[config.mk]
export PLATFORM = sky130hd
export DESIGN_NAME = led_blink_pattern_sequencer_flat
export DESIGN_NICKNAME = d
export VERILOG_FILES = /design/src/hdl/lbps_pkg.sv /design/src/hdl/lbps_req_if.sv /design/src/hdl/lbps_rsp_if.sv /design/src/hdl/lbps_step.sv /design/src/hdl/led_blink_pattern_sequencer.sv /design/src/flat_wrapper.sv
export SDC_FILE = /design/constraint.sdc
export NUM_CORES = 1
export LEC_CHECK = 0
export BUFFER_PORTS_ARGS = -buffer_cell sky130_fd_sc_hd__clkbuf_2
export CAP_MARGIN = 30
export CORE_MARGIN = 3
export CORE_UTILIZATION = 43
export CTS_CLUSTER_SIZE = 24
export DETAILED_ROUTE_END_ITERATION = 6
export PLACE_DENSITY = 0.73
export REMOVE_ABC_BUFFERS = 1
export SETUP_SLACK_MARGIN = 0.1
export SKIP_LAST_GASP = 1
export SYNTH_ARGS = -nofsm -noshare
export SYNTH_HDL_FRONTEND = slang
export SYNTH_SLANG_ARGS = --single-unit
[constraint.sdc]
create_clock -name clock -period 5.3 [get_ports clock]
set_input_delay 0.53 -clock clock [delete_from_list [all_inputs] [get_ports clock]]
set_output_delay 0.53 -clock clock [all_outputs]
set_load 0.005 [all_outputs]
[src/hdl/lbps_pkg.sv]
// LED blink pattern sequencer: shared types and constants.
// No dependencies; used by the request interface, the step logic, the top level and the checker.
package lbps_pkg;

   localparam int unsigned PatternBits = 32;
   localparam int unsigned IndexBits   = 6;
   localparam int unsigned RepeatBits  = 8;

   // command codes
   localparam logic CMD_TICK = 1'b0;
   localparam logic CMD_SET  = 1'b1;

   typedef logic [PatternBits-1:0] pattern_type;
   typedef logic [IndexBits-1:0]   index_type;
   typedef logic [RepeatBits-1:0]  repeat_type;

   typedef struct packed {
      index_type   bit_index;
      repeat_type  event_repeats_left;
      pattern_type background_pattern;
      pattern_type background_mask;
      pattern_type event_pattern;
      pattern_type event_mask;
      logic        led_lit;
   } lbps_state_type;

   localparam lbps_state_type StateReset = '{
      bit_index:          '0,
      event_repeats_left: '0,
      background_pattern: '0,
      background_mask:    '1,
      event_pattern:      '0,
      event_mask:         '1,
      led_lit:            1'b0
   };

endpackage

[src/hdl/lbps_req_if.sv]
// Request channel of the LED blink pattern sequencer: valid/ready plus one item.
// Depends on lbps_pkg.
interface lbps_req_if;
   import lbps_pkg::*;

   logic        valid;
   logic        ready;
   logic        command;
   repeat_type  repeats;
   pattern_type new_pattern;
   pattern_type length_mask;

   modport source (output valid, command, repeats, new_pattern, length_mask,
                   input ready);
   modport sink   (input valid, command, repeats, new_pattern, length_mask,
                   output ready);
endinterface

[src/hdl/lbps_rsp_if.sv]
// Response channel of the LED blink pattern sequencer: valid/ready plus one item.
// Does not depend on lbps_pkg; payload is plain bits.
interface lbps_rsp_if;
   logic valid;
   logic ready;
   logic led_on;
   logic pin_level;
   logic status;

   modport source (output valid, led_on, pin_level, status, input ready);
   modport sink   (input valid, led_on, pin_level, status, output ready);
endinterface

[src/hdl/lbps_step.sv]
// Next-state logic for one item of the LED blink pattern sequencer.
// Depends on lbps_pkg.
module lbps_step (
   input  lbps_pkg::lbps_state_type state_cur,
   input  logic                     command,
   input  lbps_pkg::repeat_type     repeats,
   input  lbps_pkg::pattern_type    new_pattern,
   input  lbps_pkg::pattern_type    length_mask,
   output lbps_pkg::lbps_state_type state_next,
   output logic                     status
);
   import lbps_pkg::*;

   logic        event_sel;
   pattern_type sel_mask;
   logic        wrap;
   repeat_type  left_after;
   index_type   idx_use;
   pattern_type pat_use;
   logic        shown_bit;
   logic        mask_ok;
   pattern_type mask_plus;

   // tick path
   always_comb begin
      event_sel  = state_cur.event_repeats_left != '0;
      sel_mask   = event_sel ? state_cur.event_mask : state_cur.background_mask;
      // past the last pattern bit, or outside the active length
      wrap       = state_cur.bit_index[IndexBits-1] ||
                   !sel_mask[state_cur.bit_index[IndexBits-2:0]];
      left_after = (wrap && event_sel) ? state_cur.event_repeats_left - 1'b1
                                       : state_cur.event_repeats_left;
      idx_use    = wrap ? '0 : state_cur.bit_index;
      pat_use    = (left_after != '0) ? state_cur.event_pattern
                                      : state_cur.background_pattern;
      shown_bit  = pat_use[idx_use[IndexBits-2:0]];
   end

   // set path: mask must be nonzero low ones
   assign mask_plus = length_mask + 1'b1;
   assign mask_ok   = (length_mask != '0) && ((mask_plus & length_mask) == '0);

   always_comb begin
      state_next = state_cur;
      status     = 1'b0;
      unique case (command)
         CMD_TICK: begin
            state_next.event_repeats_left = left_after;
            state_next.led_lit            = shown_bit;
            state_next.bit_index          = idx_use + 1'b1;
         end
         CMD_SET: begin
            if (!mask_ok) begin
               status = 1'b1;
            end else begin
               if (repeats != '0) begin
                  state_next.event_pattern      = new_pattern;
                  state_next.event_mask         = length_mask;
                  state_next.event_repeats_left = repeats;
                  state_next.bit_index          = '0;
               end else begin
                  state_next.background_pattern = new_pattern;
                  state_next.background_mask    = length_mask;
                  if (state_cur.event_repeats_left == '0) begin
                     state_next.bit_index = '0;
                  end
               end
            end
         end
         default: begin
            state_next = state_cur;
         end
      endcase
   end

endmodule

[src/hdl/led_blink_pattern_sequencer.sv]
// LED blink pattern sequencer, top level: state registers, result register, csr.
// The result is valid in the cycle after item acceptance; throughput 1 item/cycle.
// The result register frees while being drained, so req ready stays high unless
// a result is held by a stalled sink. Synchronous active-high reset returns the
// patterns to off with full-length masks, clears the index, repeats, LED and
// active_low, and empties the result register. Depends on lbps_pkg, lbps_step.
module led_blink_pattern_sequencer (
   input  logic        clock,
   input  logic        reset,
   lbps_req_if.sink    req_chan,
   lbps_rsp_if.source  rsp_chan,
   input  logic        csr_we,
   input  logic        csr_wdata
);
   import lbps_pkg::*;

   lbps_state_type state_ff, state_in, step_next;
   logic           step_status;
   logic           active_low_ff, active_low_in;
   logic           rsp_valid_ff, rsp_valid_in;
   logic           led_on_ff, led_on_in;
   logic           pin_level_ff, pin_level_in;
   logic           status_ff, status_in;
   logic           accept;

   // one item's whole step is this block of logic
   lbps_step u_step (
      .state_cur   (state_ff),
      .command     (req_chan.command),
      .repeats     (req_chan.repeats),
      .new_pattern (req_chan.new_pattern),
      .length_mask (req_chan.length_mask),
      .state_next  (step_next),
      .status      (step_status)
   );

   // take a new item whenever the result slot is empty or being drained
   assign req_chan.ready = !rsp_valid_ff || rsp_chan.ready;
   assign accept         = req_chan.valid && req_chan.ready;

   always_comb begin
      state_in      = accept ? step_next : state_ff;
      active_low_in = csr_we ? csr_wdata : active_low_ff;
      rsp_valid_in  = accept || (rsp_valid_ff && !rsp_chan.ready);
      // payload: load on accept, otherwise hold
      led_on_in     = accept ? step_next.led_lit : led_on_ff;
      pin_level_in  = accept ? (step_next.led_lit ^ active_low_ff) : pin_level_ff;
      status_in     = accept ? step_status : status_ff;
   end

   always_ff @(posedge clock) begin
      if (reset) begin
         state_ff      <= StateReset;
         active_low_ff <= 1'b0;
         rsp_valid_ff  <= 1'b0;
      end else begin
         state_ff      <= state_in;
         active_low_ff <= active_low_in;
         rsp_valid_ff  <= rsp_valid_in;
      end
   end

   // result payload needs no reset
   always_ff @(posedge clock) begin
      led_on_ff    <= led_on_in;
      pin_level_ff <= pin_level_in;
      status_ff    <= status_in;
   end

   assign rsp_chan.valid     = rsp_valid_ff;
   assign rsp_chan.led_on    = led_on_ff;
   assign rsp_chan.pin_level = pin_level_ff;
   assign rsp_chan.status    = status_ff;

endmodule

[src/flat_wrapper.sv]
// flat-port wrapper written by rule: the top's interface ports become plain ports
module led_blink_pattern_sequencer_flat import lbps_pkg::*;
  (clock, reset, csr_we, csr_wdata, req_chan_valid, req_chan_command, req_chan_repeats, req_chan_new_pattern, req_chan_length_mask, req_chan_ready, rsp_chan_valid, rsp_chan_led_on, rsp_chan_pin_level, rsp_chan_status, rsp_chan_ready);
  lbps_req_if req_chan_i ();
  lbps_rsp_if rsp_chan_i ();
  input  logic clock;
  input  logic reset;
  input  logic csr_we;
  input  logic csr_wdata;
  input wire logic [$bits(req_chan_i.valid)-1:0] req_chan_valid;
  input wire logic [$bits(req_chan_i.command)-1:0] req_chan_command;
  input wire logic [$bits(req_chan_i.repeats)-1:0] req_chan_repeats;
  input wire logic [$bits(req_chan_i.new_pattern)-1:0] req_chan_new_pattern;
  input wire logic [$bits(req_chan_i.length_mask)-1:0] req_chan_length_mask;
  output wire logic [$bits(req_chan_i.ready)-1:0] req_chan_ready;
  output wire logic [$bits(rsp_chan_i.valid)-1:0] rsp_chan_valid;
  output wire logic [$bits(rsp_chan_i.led_on)-1:0] rsp_chan_led_on;
  output wire logic [$bits(rsp_chan_i.pin_level)-1:0] rsp_chan_pin_level;
  output wire logic [$bits(rsp_chan_i.status)-1:0] rsp_chan_status;
  input wire logic [$bits(rsp_chan_i.ready)-1:0] rsp_chan_ready;
  assign req_chan_i.valid = req_chan_valid;
  assign req_chan_i.command = req_chan_command;
  assign req_chan_i.repeats = req_chan_repeats;
  assign req_chan_i.new_pattern = req_chan_new_pattern;
  assign req_chan_i.length_mask = req_chan_length_mask;
  assign req_chan_ready = req_chan_i.ready;
  assign rsp_chan_valid = rsp_chan_i.valid;
  assign rsp_chan_led_on = rsp_chan_i.led_on;
  assign rsp_chan_pin_level = rsp_chan_i.pin_level;
  assign rsp_chan_status = rsp_chan_i.status;
  assign rsp_chan_i.ready = rsp_chan_ready;
  led_blink_pattern_sequencer u_core (.clock(clock), .reset(reset), .req_chan(req_chan_i), .rsp_chan(rsp_chan_i), .csr_we(csr_we), .csr_wdata(csr_wdata));
endmodule
==> parameters.txt <==
Parameter                              Value

Setup path
  Sequence of cells on the critical path ... inv_1, ha_2, or4b_4, nor2_8, mux4_2, o41ai_2, buf_4, nor2b_1, a221o_1, o2111ai_2, nor3_4, buf_12, buf_12, a2111oi_0, nand4_1, nor4bb_1, a221oi_1, and4b_1
  CP required ... 5.48 ns
  Buf/Inv on CP ... 4
  Top cell by count, worst path ... sky130_fd_sc_hd__buf_12
  Cell type group with the largest total delay on the critical path ... simple AND/OR/NAND/NOR gates
  Category of the worst setup path capture point ... flop
  Critical path arrival ... between 5 and 6 ns
  Type of the setup path with the least slack ... flop to flop
  Critical Path Fanout Max ... 16
  Crit start category ... flop
  Critical Path Slowest Stage Cell ... sky130_fd_sc_hd__mux4_2
  Max incr delay on CP ... 0.54 ns

Power and ir drop
  Power Internal ... 0.001925 W
  Leakage power ... 3.565 nW
  Logic pwr share ... 0.135
  Switch share ... 0.2679
  Share of total power in sequential cells ... 0.432
  Sw Pwr ... between 0.0007 and 0.0008 W
  Worst IR Drop VDD ... 0.0002248 V
  Proportion of power drawn by the clock network ... 0.433
  Pwr/cell area ... just under 300 nW/µm²

Synth
  Syn_area_per_cell ... between 7 and 8 µm²
  Mapped Area ... 7812 µm²
  Share of flip-flops with an asynchronous set or reset after synthesis ... 0
  Cell types occupying the most area after synthesis ... sky130_fd_sc_hd__dfxtp_1 37%, sky130_fd_sc_hd__nand2_1 14%, sky130_fd_sc_hd__nand3b_1 6.0%
  Instance count of the mapped netlist ... 1,008
  Yosys cell types ... 79
  Primary FF master, synth ... sky130_fd_sc_hd__dfxtp_1
  Cell type with the largest total area after synthesis ... sky130_fd_sc_hd__dfxtp_1
  Area share of the largest cell type after synthesis ... 0.3716
  Number of enable flip-flop cells after synthesis ... 3
  Count of yosys warnings during synthesis ... 0
  Number of flip-flops and latches in the synthesized netlist ... 148
  Post-synthesis sequential area ratio ... 0.3831

Global routing
  Number of antenna violations at the first check in global routing ... 0
  Vias in the first global route ... 7,066
  First-pass GRT wire length ... 37,580 µm
  Largest net degree at the start of global routing ... 82
  Total overflow reported by the global router ... 0
  Global Route Usage Sum ... 0.2333

Placed design
  Dpl cell area ... 8416 µm²
  Buffers added on ports ... 83
  Total half-perimeter wirelength after legalization and detailed placement ... ~16,000 µm
  Gpl congestion ... 0.9434

Detailed routing
  Antenna violation net count after detailed routing ... 0
  Post-detailed-route DRC marker count ... 0
  Total iterations of the first detailed-routing run ... 7
  Final WL ... 23,230 µm
  Number of violations reported at the end of detailed-routing iteration 0 ... ~680
  Via count ... 7,706
  Via density per instance ... 5.910
  Wire length per cell after detailed routing ... 17.81 µm

STA
  Number of hold violations in the final report ... 0
  Unrepaired setup endpoints after global routing ... false
  Tightest slew margin relative to the limit ... 0.5175
  Worst setup skew after layout ... 0.006648 ns
  Final max-slew violation count ... 0
  Setup violation total in the final timing report ... 0
  Fin Hold WS ... 0.3310 ns
  Fmax ... approximately 0.2 GHz
  Final critical-path required period ... 4.879 ns
  Period utilization ... 0.9206
  Slew @ Worst Pin ... 0.7237 ns

Run
  Max cap viols ... 0

Worst hold path
  Type of the most critical hold path ... input port to flop

Clock tree
  Worst-path clk slew ... 0.06 ns
  Clock sink count ... 148
  Clock tree from TritonCTS ... done
  Maximum number of buffers from clock root to sink ... 2
  Maximum level of the CTS H-tree ... 4
  Number of buffers inserted during clock tree synthesis ... 17
  Root buffer cell ... sky130_fd_sc_hd__clkbuf_16
  Worst skew pair latency ... 0.43 ns

Floorplanning
  Core Region ... 17,540 µm²
  Initial Utilization ... 0.4455
  Die area ... 19,820 µm²
  Die outline height ... 140.8 µm
  Top-level port count ... 84
  Number of cell rows ... 48
  Floorplan die width ... around 140 µm

Layout
  Total area of sequential cells ... 2993 µm²
  Most frequent cells in the layout ... 286 x sky130_fd_sc_hd__nand2_1, 145 x sky130_fd_sc_hd__dfxtp_1, 86 x sky130_fd_sc_hd__a21oi_1
  Diode insertion count for antenna repair ... 0
  Most frequent standard cell in the layout excluding fill and tap cells ... sky130_fd_sc_hd__nand2_1
  Number of nets in the final layout ... ~1,100
  Share of cells above drive strength 1 ... 0.1650
  Post-layout instance area ... 9047 µm²
  Synthesis-to-layout area growth ... 15.81%
  Finished Core Util ... 0.5159
  Number of fillers in the final layout ... between 1,500 and 2,000
  Area used by multi-input combinational logic ... ~4500 µm²

Status
  Run status ... complete, no violations
==> what timing repair did <==
| item | CTS | global route |
|---|---|---|
| resized for setup | 0 | 9 |
| hold buffers | 0 | 0 |
| endpoints found under the setup margin | 0 | 3 |
| buffers inserted | 0 | 2 |
==> kinds of logic (layout without fill, tap and decap cells) <==
logic type,after synthesis,after routing,share of synthesized area
flops,148,148,0.3831
mux,33,33,0.05141
compound gates,208,208,0.1842
xor+xnor,4,4,0.004484
fa+ha+maj,2,2,0.003203
simple gates,518,518,0.3218
buf+inv,95,166,0.05189
==> synth_stat cells, types with 5 or more instances <==
cell	number
sky130_fd_sc_hd__and3_1	8
sky130_fd_sc_hd__a211oi_1	15
sky130_fd_sc_hd__mux2i_1	21
sky130_fd_sc_hd__a221oi_1	5
sky130_fd_sc_hd__or3_1	9
sky130_fd_sc_hd__nand3b_1	62
sky130_fd_sc_hd__and2_1	6
sky130_fd_sc_hd__nor2b_1	8
sky130_fd_sc_hd__inv_1	24
sky130_fd_sc_hd__nand3_1	19
sky130_fd_sc_hd__a21oi_1	86
sky130_fd_sc_hd__nand2_1	286
sky130_fd_sc_hd__nand2b_1	6
sky130_fd_sc_hd__o211ai_1	7
sky130_fd_sc_hd__o21ai_0	14
sky130_fd_sc_hd__nor4_1	15
sky130_fd_sc_hd__clkbuf_1	52
sky130_fd_sc_hd__a31oi_1	8
sky130_fd_sc_hd__a211o_1	9
sky130_fd_sc_hd__buf_2	12
sky130_fd_sc_hd__dfxtp_1	145
sky130_fd_sc_hd__mux4_2	5
sky130_fd_sc_hd__mux2_2	5
sky130_fd_sc_hd__nor2_1	55
sky130_fd_sc_hd__nand4_1	17
sky130_fd_sc_hd__nor3_1	9
==> metal layers <==
| layer | vias to the layer above | GRT usage | share of wire |
|---|---|---|---|
| met4 | 0 | 0.08720 | 0.029 |
| met2 | 349 | 0.3415 | 0.44 |
| met3 | 53 | 0.04138 | 0.075 |
| li1 | 3674 | - | - |
| met5 | - | 0 | 0 |
| met1 | 3630 | 0.3423 | 0.46 |
==> layout make-up <==
class,instances,area share
clock buffer,22,0.05366
clock inverter,10,0.008021
inverter,26,0.01079
multi-input combinational,765,0.4945
sequential,148,0.3308
tap,225,0.03112
timing repair buffer,108,0.07108
==> registers in the layout, indices dropped and copies added, names as in the netlist <==
signal,cells
u_core.rsp_chan.valid,1
u_core.active_low_ff,1
u_core.state_ff,143
u_core.rsp_chan.pin_level,1
u_core.rsp_chan.status,1
u_core.rsp_chan.led_on,1
==> power groups by stage <==
| stage | registers, W | clock network, W | logic (W) |
|---|---|---|---|
| after floorplan | 0.00116 | 0 | 0.000185 |
| after global placement | 0.00116 | 0 | 0.000328 |
| after detailed placement | 0.00116 | 0 | 0.000331 |
| after CTS | 0.00114 | 0.00115 | 0.000333 |
| after global routing | 0.00114 | 0.00119 | 0.000383 |
| final | 0.00114 | 0.00114 | 0.000355 |
==> through the flow <==
| step | instances | TNS, ns | power [W] | worst slack [ns] |
|---|---|---|---|---|
| after global placement | 1270 | 0 | 0.001489 | 0.3136 |
| after global routing | 1304 | 0 | 0.002715 | 0.1086 |
| final | 1304 | 0 | 0.002630 | 0.4207 |
| after detailed placement | 1270 | 0 | 0.001492 | 0.1917 |
| after CTS | 1302 | 0 | 0.002616 | 0.1695 |
| after floorplan | 939 | -0.4517 | 0.001346 | -0.1951 |
==> worst reg2reg max path, cell delays in order (launching register included) <==
cell and delay, ns:
sky130_fd_sc_hd__dfxtp_1 0.34, sky130_fd_sc_hd__inv_1 0.11, sky130_fd_sc_hd__ha_2 0.24, sky130_fd_sc_hd__or4b_4 0.52, sky130_fd_sc_hd__nor2_8 0.20, sky130_fd_sc_hd__mux4_2 0.54
sky130_fd_sc_hd__o41ai_2 0.22, sky130_fd_sc_hd__buf_4 0.22, sky130_fd_sc_hd__nor2b_1 0.08, sky130_fd_sc_hd__a221o_1 0.35, sky130_fd_sc_hd__o2111ai_2 0.15, sky130_fd_sc_hd__nor3_4 0.09
sky130_fd_sc_hd__buf_12 0.15, sky130_fd_sc_hd__buf_12 0.15, sky130_fd_sc_hd__a2111oi_0 0.40, sky130_fd_sc_hd__nand4_1 0.17, sky130_fd_sc_hd__nor4bb_1 0.18, sky130_fd_sc_hd__a221oi_1 0.28
sky130_fd_sc_hd__and4b_1 0.23
==> path summary, 6_finish.rpt <==
check	start	end	slack (ns)	depth (start not counted)
max reg2reg	u_core.state_ff[129]$_SDFFE_PP0P_	u_core.rsp_chan.pin_level$_DFFE_PP_	0.42	18
min	req_chan_valid	u_core.rsp_chan.valid$_SDFF_PP0_	0.33	3
max	u_core.state_ff[129]$_SDFFE_PP0P_	u_core.rsp_chan.pin_level$_DFFE_PP_	0.42	18
min reg2reg	u_core.state_ff[65]$_SDFFE_PP1P_	u_core.state_ff[65]$_SDFFE_PP1P_	0.44	1
Note: power is estimated with default switching activity, not from simulation.
